### src/rtl/stbs_pkg.sv
// ----------------------------------------------------------------------------
// stbs_pkg
// Shared types and constants of the sorted table binary search block.
// ----------------------------------------------------------------------------
package stbs_pkg;

  localparam int unsigned OPC_W = 2;
  localparam int unsigned IDX_W = 10;
  localparam int unsigned VAL_W = 32;
  localparam int unsigned CNT_W = 11;
  localparam int unsigned POS_W = 11;

  typedef enum logic [OPC_W-1:0] {
    OP_LOAD  = 2'd0,
    OP_EXACT = 2'd1,
    OP_FLOOR = 2'd2,
    OP_CEIL  = 2'd3
  } opcode_e;

  typedef enum logic [1:0] {
    ST_IDLE,
    ST_PROBE,
    ST_WAIT,
    ST_DONE
  } state_e;

  typedef struct packed {
    logic take;
    logic probe;
    logic step;
    logic out_load;
  } cmd_t;

  typedef struct packed {
    logic in_search;
    logic cont;
  } status_t;

endpackage

### src/rtl/stbs_ctrl.sv
// ----------------------------------------------------------------------------
// stbs_ctrl
// Sequencer for the search: accept, probe, step, deliver.
// ----------------------------------------------------------------------------
module stbs_ctrl (
  input  logic              clk_i,
  input  logic              rst_ni,
  input  logic              in_valid_i,
  output logic              in_ready_o,
  output logic              out_valid_o,
  input  logic              out_ready_i,
  input  stbs_pkg::status_t status_i,
  output stbs_pkg::cmd_t    cmd_o
);

  stbs_pkg::state_e state_q, state_d;
  logic             out_valid_q, out_valid_d;
  logic             out_free;

  assign out_free = !out_valid_q || out_ready_i;

  always_comb begin
    state_d = state_q;
    unique case (state_q)
      stbs_pkg::ST_IDLE: begin
        if (in_valid_i && status_i.in_search) begin
          state_d = stbs_pkg::ST_PROBE;
        end
      end
      stbs_pkg::ST_PROBE: begin
        state_d = status_i.cont ? stbs_pkg::ST_WAIT : stbs_pkg::ST_DONE;
      end
      stbs_pkg::ST_WAIT: begin
        state_d = stbs_pkg::ST_PROBE;
      end
      stbs_pkg::ST_DONE: begin
        if (out_free) begin
          state_d = stbs_pkg::ST_IDLE;
        end
      end
      default: state_d = stbs_pkg::ST_IDLE;
    endcase
  end

  always_comb begin
    cmd_o      = '0;
    in_ready_o = 1'b0;
    unique case (state_q)
      stbs_pkg::ST_IDLE: begin
        in_ready_o = 1'b1;
        cmd_o.take = in_valid_i;
      end
      stbs_pkg::ST_PROBE: cmd_o.probe    = status_i.cont;
      stbs_pkg::ST_WAIT:  cmd_o.step     = 1'b1;
      stbs_pkg::ST_DONE:  cmd_o.out_load = out_free;
      default: cmd_o = '0;
    endcase
  end

  always_comb begin
    out_valid_d = out_valid_q;
    if (out_valid_q && out_ready_i) begin
      out_valid_d = 1'b0;
    end
    if (cmd_o.out_load) begin
      out_valid_d = 1'b1;
    end
  end

  always_ff @(posedge clk_i or negedge rst_ni) begin
    if (!rst_ni) begin
      state_q     <= stbs_pkg::ST_IDLE;
      out_valid_q <= 1'b0;
    end else begin
      state_q     <= state_d;
      out_valid_q <= out_valid_d;
    end
  end

  assign out_valid_o = out_valid_q;

endmodule

### config.mk
export PLATFORM = sky130hd
export DESIGN_NAME = stbs_ctrl
export DESIGN_NICKNAME = d
export VERILOG_FILES = /design/src/rtl/stbs_pkg.sv /design/src/rtl/stbs_ctrl.sv
export SDC_FILE = /design/constraint.sdc
export NUM_CORES = 1
export LEC_CHECK = 0
export BUFFER_PORTS_ARGS = -buffer_cell sky130_fd_sc_hd__buf_2
export CORE_AREA = 2 2 39 41
export CTS_CLUSTER_SIZE = 8
export DETAILED_ROUTE_END_ITERATION = 8
export DIE_AREA = 0 0 41 43
export MAX_ROUTING_LAYER = met4
export SYNTH_ARGS = -nofsm -noshare
export SYNTH_HDL_FRONTEND = slang
export SYNTH_SLANG_ARGS = --single-unit
### constraint.sdc
create_clock -name clk_i -period 0.95 [get_ports clk_i]
set_input_delay 0.19 -clock clk_i [delete_from_list [all_inputs] [get_ports clk_i]]
set_output_delay 0.19 -clock clk_i [all_outputs]
set_load 0.02 [all_outputs]
After elaboration in Yosys (flattened, before gate mapping) --
Cells that the tools add are included.
Word-level totals: ROM bits 0, word-level logic and storage cells 25, memories 0, bits of input ports 6, RAM bits 0, register bits 3, latch bits 0
Cells by class: order comparisons 0, mux-type cells 11, div/mod/pow operators 0, add/sub/neg operators 0, bitwise gates (word level) 0, equality and inequality tests 5, shift-type cells 0, reductions and logical operators 7, multiply operators 0
Operator list (count):
- 1-bit two-way mux | 8
- 2-bit one-hot mux with 4 select lines | 1
- 2-bit equality test, second input constant | 2
- 2-bit two-way mux | 2
- 2-bit inequality test, second input constant | 2
- 2-bit by 1-bit equality test with 1-bit output, second input constant | 1
- 1-bit logical AND | 2
- 2-bit logical NOT | 1
- 2-bit AND reduction | 1
- 2-bit nonzero test | 1
- 1-bit logical NOT | 1
- 1-bit logical OR | 1

Depth between registers and ports, before layout --
Gate-level depths: netlist of the first run.
depth after elaboration 4, gate-level depth with buffers 3, gate-level depth less buffers 3

Worst setup path after synthesis of the first run --
OpenSTA, ideal clock, no wires.
path kind register to output, from register state_q[0], to output cmd_o[3] (netlist name), arrival time 1.036 ns, slack -0.276 ns, required time 0.760 ns, stages on the path, launching flop included 3, cell sequence dfrtp_1 -> nor2_1 -> and2_1
RTL lines:
- start, declared | line stbs_ctrl.sv:16 | stbs_pkg::state_e state_q, state_d;
- start signal, assigned | line stbs_ctrl.sv:72 | state_q <= stbs_pkg::ST_IDLE;
- start signal, assigned | line stbs_ctrl.sv:75 | state_q <= state_d;
- end, declared | line stbs_ctrl.sv:13 | output stbs_pkg::cmd_t cmd_o

==> results.yml, run 1 <==
status:
  status: "complete, but fails checks"
  violations: "negative setup slack"
clock_network:
  clkLatencyLatePin_ns: 0.23
  path_clk_slew_ns: 0.04
  cts_buffers: 3
  clock_path_buffers: 2
  cts_tree: "done"
  htree_levels: 1
  cts_root_buffer: "clkbuf_4"
  clock_sinks: 3
cells_and_area:
  final_cell_mix: "buf_6, buf_2, clkbuf_4, dfrtp_2, buf_4"
  synthToLayoutAreaGrowth_pct: 119
  final_util: 0.269
  antenna_cells: 0
  layout-drive-gt1-share: 0.806
  instances_no_fill: 52
  layout.nets: 43
  seq_area_sq_um: 78.8
  final_common_cell: "buf_6"
  multi_input_area_sq_um: 100
  fill_cells: 153
synthesis:
  yosysTopAreaCell: "dfrtp_1"
  yosysSeqAreaShare: 0.441
  netlist_instances: 16
  synth.distinct_cells: 12
  ys_warn_count: 0
  syn_nets: 22
  syn_avg_cell_area_sq_um: 10.6
  ys_ff_latch: 3
  ys_top_cells_by_area: "dfrtp_1, nand2b_4, nor2b_4"
  netlist.area_leader.share: 0.441
  syn_area_sq_um: 170
power_and_ir_drop:
  power_per_cell_area_mw_per_mm2: 3600
  ir_drop_mv: 0.940
  leakagePower_nw: 0.185
routing:
  vias: 184
  postRouteWirelength_um: 483
  drtAntennaViolNets: 0
  viasPerCell: 3.54
  wire_per_inst_um: 9.29
  first_iter_violations: 0
  drc: 0
  drt_pass1_iterations: 1
critical_path:
  rr_endpoint: "state_q[0]"
  rrSetupSlack_ns: -0.08
  r2r_start: "state_q[0]"
  crit_arrival_ns: 1.05
  cp.required_ns: 0.76
  crit_fanout: 6
  cp-start-kind: "flop"
  worstSetupPathType: "reg -> out"
  cp-end-kind: "primary output"
  reg2reg_depth: 5
grt:
  track_usage: 0.0815
  grt_start_max_net_pins: 7
  grt_pass1_wl_um: 765
  antenna_found_initial: 0
  grt_pass1_vias: 185
  gr-total-overflow: 0
timing:
  relSlewSlack: 0.831
  final.min_clock_period_ns: 1.24
  setup_violations: 7
  worst_slack_ns: -0.293
  worst_pin_slew_ns: 0.252
  holdWs_ns: 0.229
  hold_viol_final: 0
  rsz0062_at_grt: "true"
  fin_skew_ns: 0.000625
  period_share: 1.31
  slew_violations: 0
  max_freq_mhz: 805
floorplanning:
  start_util: 0.123
  io_pins: 12
  core-area_sq_mm: 0.00138
  rows: 14
  dieArea_sq_mm: 0.00176
  dieHeight_um: 43
  die_w_um: 41
placed_design:
  port_buffers: 11
  numPlacedInstances: 44
  dp_hpwl_um: 326
  gp_congestion: 0.614
flow_run:
  cap_violations: 0
hold_path:
  worst_hold_path.num_cells: 3
  holdCritStartpoint: "out_ready_i"
  hold_class: "in -> reg"
  holdPathEnd: "out_valid_o"
==> layout make-up <==
| class | count | area share |
|---|---|---|
| sequential | 3 | 0.211 |
| timing repair buffer | 17 | 0.396 |
| tap | 16 | 0.0537 |
| multi-input combinational | 12 | 0.268 |
| clock buffer | 4 | 0.0705 |
==> metal layers <==
layer,wire (um),vias to the layer above,global-route usage
li1,-,91,-
met3,27,2,0.0314
met4,14,0,0.140
met1,150,85,0.0649
met2,291,6,0.100
met5,0,-,-
==> how the worst max path moves through the flow <==
stage | startpoint | to | slack [ns]
final | state_q[0] | cmd_o[3] | -0.29
after global routing | state_q[1] | cmd_o[0] | -0.33
after CTS | state_q[0] | cmd_o[3] | -0.29
after detailed placement | state_q[0] | cmd_o[0] | -0.09
after global placement | state_q[0] | cmd_o[0] | -0.09
after floorplan | state_q[1] | cmd_o[3] | -0.05
==> sequential cells by signal (all words and copies together) (netlist names) <==
register     count
state_q          2
out_valid_o      1
==> synth_stat cells, drive strengths merged <==
cell type / instances
nor3: 1
nand2b: 1
nand2: 3
buf: 1
a211oi: 1
dfrtp: 3
nor2b: 1
nor2: 2
a21boi: 1
and2b: 1
and2: 1
==> critical path, stage by stage (launching register included) <==
cell     delay, ns
dfrtp_2       0.45
nor2_4        0.13
and2_4        0.14
buf_6         0.10
==> stage by stage <==
step           worst slack, ns  total power [W]  TNS [ns]  instance area, sq um
2_1_floorplan          -0.0530         0.000693   -0.0922                   189
3_3_place_gp           -0.0879         0.000842    -0.297                   268
3_5_place_dp           -0.0927         0.000844    -0.321                   268
4_1_cts                 -0.293          0.00125     -1.38                   348
5_1_grt                 -0.327          0.00142     -1.69                   373
6_report                -0.293          0.00134     -1.40                   373
==> report_power, final <==
group          internal, W  total [W]  leakage (nW)  switching, W
sequential        0.000205   0.000326        0.0329      0.000121
combinational     0.000464   0.000789         0.137      0.000325
clock             0.000158   0.000225        0.0150     0.0000677
==> logic make-up (layout without fill, tap and decap cells) <==
| family | Yosys count | count (layout) | synth area share |
|---|---|---|---|
| buffers and inverters | 1 | 21 | 0.0441 |
| AND/OR/NAND/NOR | 10 | 10 | 0.427 |
| flip-flops | 3 | 3 | 0.441 |
| AO/OA/AOI/OAI | 2 | 2 | 0.0883 |
==> what timing repair did <==
| action | CTS | global route |
|---|---|---|
| hold buffers | 1 | 0 |
| setup endpoints to repair | 7 | 7 |
| resized for setup | 12 | 3 |
| buffers inserted | 1 | 2 |
| gates cloned | 0 | 0 |
| endpoints found under the hold margin | 3 | 0 |
| pin swaps | 3 | 3 |
No activity file was read; power rests on OpenSTA's default activity.
==> run 2, diff against run 1 <==
Settings changed: CORE_AREA 2 2 39 41 to 3 3 40 42, DIE_AREA 0 0 41 43 to 0 0 43 45, REMOVE_ABC_BUFFERS from default to 1.
==> run 2 against run 1 <==
Net effect:
- the flow still finishes with violations (negative setup slack)
- register-to-register slack improved by 0.08 ns
- final cell count decreased by 5.8%
- setup slack better by 0.011 ns
- via count unchanged
- worst hold slack better by 0.0018 ns
- clock power shrank 2%
- critical path depth did not move
- non-clock buffer count decreased by 2
- combinational power is 19% lower
- clock skew increased by 0.0026 ns
- utilization shrank 0.85 points
- largest power group unchanged
==> results.yml, run 2 (synthesis gave the netlist of run 1 again) <==
routing:
  wl_met2_um: 189
  drtAntennaViolNets: 0
  postRouteWirelength_um: 419
  viasPerCell: 3.76
  drc: 0
  vias: 184
  detail_route.wirelength.met1_um: 171
  highest_layer: "met4"
  first_iter_violations: 0
  wire_per_inst_um: 8.55
  wl_met3_um: 30
  drt_pass1_iterations: 1
timing:
  setup_violations: 7
  relSlewSlack: 0.826
  hold_viol_final: 0
  worst_pin_slew_ns: 0.259
  fin_skew_ns: 0.00323
  holdWs_ns: 0.231
  period_share: 1.30
  max_freq_mhz: 812
  slew_violations: 0
  rsz0062_at_grt: "true"
  worst_slack_ns: -0.281
  final.min_clock_period_ns: 1.23
critical_path:
  cp.required_ns: 0.76
  cpLargestDelayFamily: "flip-flops"
  worstSetupPathType: "reg -> out"
  cp-end-kind: "primary output"
  cp-start-kind: "flop"
  cp_slowest_stage_delay_ns: 0.45
  path_cells: "nor2_4, and2_4, buf_6"
  crit_arrival_ns: 1.04
  path_buf_inv: 1
  crit_fanout: 6
  cpMaxStageDelayCell: "dfrtp_2"
power_and_ir_drop:
  clkPwrFrac: 0.187
  power.switching_w: 0.000469
  pwr-share-seq: 0.271
  ir_drop_mv: 1.02
  combPwrFrac: 0.542
  p_int_w: 0.000712
  leakagePower_nw: 0.171
  swShare: 0.397
  power_per_cell_area_mw_per_mm2: 3520
floorplanning:
  dieArea_sq_mm: 0.00194
  rows: 13
  start_util: 0.132
  io_pins: 12
  dieHeight_um: 45
  die_w_um: 43
  core-area_sq_mm: 0.00128
flow_run:
  cap_violations: 0
placed_design:
  placed_area_sq_um: 259
  gp_congestion: 0.715
  numPlacedInstances: 44
  preCtsSetupSlack_ns: -0.102
  port_buffers: 11
hold_path:
  hold_class: "in -> reg"
cells_and_area:
  layout-drive-gt1-share: 0.735
  final_common_cell: "buf_2"
  synthToLayoutAreaGrowth_pct: 97.1
  final_cell_mix: "buf_2, buf_6, buf_4"
  max_flop_register: "state_q"
  largest_register_ffs: 2
  instances_no_fill: 49
  layout.nets: 41
  antenna_cells: 0
  final_util: 0.261
  fill_cells: 143
  fin_area_sq_um: 335
grt:
  grt_pass1_vias: 203
  grt_pass1_wl_um: 710
  antenna_found_initial: 0
  track_usage: 0.0601
  gr-total-overflow: 0
  grt_start_max_net_pins: 7
clock_network:
  cts_root_buffer: "clkbuf_4"
  path_clk_slew_ns: 0.04
  cts_tree: "done"
  clock_sinks: 3
  postCtsSetupBuffers: 0
  htree_levels: 1
  cts_buffers: 3
  clock_path_buffers: 2
  clkLatencyLatePin_ns: 0.23
status:
  violations: "negative setup slack"
  status: "complete, but fails checks"
[run 2: cell types whose count changed in the layout (fill, tap and decap cells not counted), sizes merged]
cell and change:
buf -2
[run 2: per-stage QoR]
stage                     total power, W  TNS, ns
after floorplan                 0.000591   -0.375
after global placement          0.000805   -0.203
after detailed placement        0.000812   -0.226
after CTS                        0.00119    -1.33
after global routing             0.00127    -1.68
final                            0.00118    -1.26
[run 2: worst paths after layout]
check                                  from          end  slack (ns)  cells past startpoint
worst min register to register  out_valid_o  out_valid_o        0.54                      2
max in group asynchronous            rst_ni   state_q[0]        0.55                      2
min in group asynchronous            rst_ni  out_valid_o        0.28                      2
worst max register to register   state_q[0]   state_q[0]           0                      4
worst min-delay path            out_ready_i  out_valid_o        0.23                      3
worst max-delay path             state_q[1]     cmd_o[3]       -0.28                      3
[run 2: area by class of cell]
cell class	instances	area, sq um	area share
Tap cell	15	18.8	0.0560
Sequential cell	3	77.6	0.231
Clock buffer	4	26.3	0.0784
Multi-Input combinational cell	12	97.6	0.291
Timing Repair Buffer	15	115	0.343
[run 2: repair_timing]
action / in CTS / in global routing
pin swaps: 4 / 0
resized for setup: 13 / 1
hold buffers: 1 / 0
endpoints found under the setup margin: 7 / 7
endpoints found under the hold margin: 3 / 0
[run 2: power groups by stage]
stage / logic, W / registers, W / clock network, W
floorplan: 0.000301 / 0.000290 / 0
global placement: 0.000524 / 0.000281 / 0
detailed placement: 0.000525 / 0.000287 / 0
CTS: 0.000642 / 0.000308 / 0.000236
global route: 0.000688 / 0.000337 / 0.000249
finish: 0.000640 / 0.000320 / 0.000221
[run 2: per-layer routing]
| metal | up-vias | global-route usage |
|---|---|---|
| met5 | - | - |
| met4 | 0 | 0.108 |
| met3 | 2 | 0.0279 |
| met2 | 10 | 0.0689 |
| met1 | 84 | 0.0533 |
| li1 | 88 | - |
[run 2: worst reg2reg max path: stages, from the launching register on]
cell     delay [ns]
dfrtp_2        0.45
nand2_1        0.08
nor2_1         0.05
buf_4          0.13
nor3_2         0.15
==> run 3, diff against run 2 <==
Settings changed: ABC_AREA from default to 1, CTS_CLUSTER_SIZE 8 to default.
==> run 3 against run 2 <==
Net effect:
- the run still ends with negative setup slack left
- total power decreased by 4.6%
- sequential power is 4% lower
- worst hold slack got worse by 0.058 ns
- global-route usage is 0.25 points lower
- area after synthesis rose by 2.9%
- final cell count grew 14%
- register-to-register slack improved by 0.10 ns
- maximum frequency rose by 2.1%
- clock skew shrank 0.0027 ns
- via count rose by 14%
- combinational power down 6.9%
- setup slack gained 0.026 ns
- critical endpoint unchanged
- largest cell class unchanged
==> results.yml, run 3 <==
clock_network:
  clock_sinks: 3
  cts_buffers: 3
  cts_root_buffer: "clkbuf_4"
  path_clk_slew_ns: 0.04
  cts_tree: "done"
  clock_path_buffers: 2
  clkLatencyLatePin_ns: 0.23
  htree_levels: 1
cells_and_area:
  seq_area_sq_um: 77.6
  final_cell_mix: "nand2_1, buf_4, buf_2"
  synthToLayoutAreaGrowth_pct: 81.4
  final_util: 0.247
  instances_no_fill: 56
  max_flop_register: "state_q"
  antenna_cells: 0
  fill_cells: 149
  multi_input_area_sq_um: 81.3
  layout-drive-gt1-share: 0.585
  layout.nets: 48
  largest_register_ffs: 2
timing:
  slew_violations: 0
  hold_viol_final: 0
  setup_violations: 6
  final.min_clock_period_ns: 1.21
  rsz0062_at_grt: "true"
  max_freq_mhz: 829
  worst_pin_slew_ns: 0.149
  period_share: 1.27
  tns_ns: -1.07
  worst_slack_ns: -0.256
  fin_skew_ns: 0.000564
  relSlewSlack: 0.900
critical_path:
  crit_arrival_ns: 1.02
  cp-end-kind: "primary output"
  cp.required_ns: 0.76
  crit_fanout: 7
  worstSetupPathType: "reg -> out"
  cp-start-kind: "flop"
routing:
  drt_pass1_iterations: 2
  drtAntennaViolNets: 0
  postRouteWirelength_um: 430
  drc: 0
  viasPerCell: 3.75
  first_iter_violations: 1
  wire_per_inst_um: 7.68
  vias: 210
grt:
  grt_pass1_vias: 189
  grt_pass1_wl_um: 717
  antenna_found_initial: 0
  gr-total-overflow: 0
  grt_start_max_net_pins: 8
  track_usage: 0.0576
status:
  violations: "negative setup slack"
  status: "complete, but fails checks"
floorplanning:
  dieHeight_um: 45
  dieArea_sq_mm: 0.00194
  die_w_um: 43
  start_util: 0.136
  core-area_sq_mm: 0.00128
  rows: 13
  io_pins: 12
placed_design:
  gp_congestion: 0.568
  port_buffers: 11
  dp_hpwl_um: 341
  numPlacedInstances: 50
  preCtsSetupSlack_ns: -0.0697
hold_path:
  hold_class: "in -> reg"
flow_run:
  cap_violations: 0
power_and_ir_drop:
  total_power_w: 0.00113
  power_per_cell_area_mw_per_mm2: 3550
  ir_drop_mv: 0.669
  leakagePower_nw: 0.166
synthesis:
  netlist_instances: 24
  syn_avg_cell_area_sq_um: 7.30
  synth_most_common_cell: "nand2_1"
  ys_warn_count: 0
  yosysSeqAreaShare: 0.429
  ys_ff_latch: 3
  netlist.area_leader.share: 0.429
  ys_top_cells_by_area: "dfrtp_1, nand2_1, nor2_1"
  synthTopCellsByCount: "nand2_1, nor2_1, dfrtp_1"
  synth.distinct_cells: 11
  synth_edf_count: 0
  ys_dominant_reg_cell: "dfrtp_1"
  syn_area_sq_um: 175
  ys_async_sr_fraction: 1.00
  yosysTopAreaCell: "dfrtp_1"
## run 3: cell types whose count changed after synthesis, sizes merged, moves of 2 or more
cell,change
inv,+2
nand2,+5
nor2,+3
o21ai,+2
## run 3: cell type report
| cell class | instances | share of cell area |
|---|---|---|
| inverter | 2 | 0.0236 |
| multi-input combinational | 17 | 0.256 |
| tap | 15 | 0.0591 |
| clock buffer | 4 | 0.0827 |
| timing repair buffer | 15 | 0.335 |
| sequential | 3 | 0.244 |
## run 3: where the power goes
part	internal (W)	total (W)	switching (W)
Sequential	0.000200	0.000306	0.000106
Combinational	0.000298	0.000596	0.000298
Clock	0.000157	0.000225	0.0000676
## run 3: kinds of logic after synthesis
| family | after synthesis | share of synthesized area |
|---|---|---|
| compound gates | 2 | 0.0571 |
| buf+inv | 4 | 0.150 |
| flops | 3 | 0.429 |
| simple gates | 15 | 0.364 |
## run 3: what timing repair did
item,4_1_cts,5_1_grt
resized for setup,10,2
endpoints found under the hold margin,3,0
hold buffers,1,0
pin swaps,3,1
endpoints found under the setup margin,6,6
buffers inserted,1,0
## run 3: layer usage
layer / wire length (um) / global-route usage
met3: 44 / 0.0239
met1: 135 / 0.0485
met5: 0 / -
met2: 234 / 0.0868
met4: 15 / 0.0723
## run 3: worst paths after layout
kind | endpoint | cells past startpoint | start | slack [ns]
setup / recovery | cmd_o[3] | 2 | state_q[0] | -0.26
hold / removal | out_valid_o | 2 | out_ready_i | 0.17
setup reg to reg | state_q[0] | 3 | state_q[0] | 0.10
hold reg to reg | out_valid_o | 2 | out_valid_o | 0.57
max in group asynchronous | state_q[1] | 2 | rst_ni | 0.56
min in group asynchronous | out_valid_o | 2 | rst_ni | 0.28
## run 3: stage by stage
| stage | hold slack, ns | instance area, sq um |
|---|---|---|
| 6_report | 0.173 | 318 |
| 5_1_grt | 0.197 | 318 |
| 4_1_cts | 0.161 | 315 |
| 3_5_place_dp | -0.0123 | 245 |
| 3_3_place_gp | -0.0115 | 245 |
| 2_1_floorplan | -0.106 | 156 |
## run 3: critical path, cell delays in order, from the launching register on
cell and delay (ns):
dfrtp_2 0.44, nor3b_2 0.18, buf_4 0.16
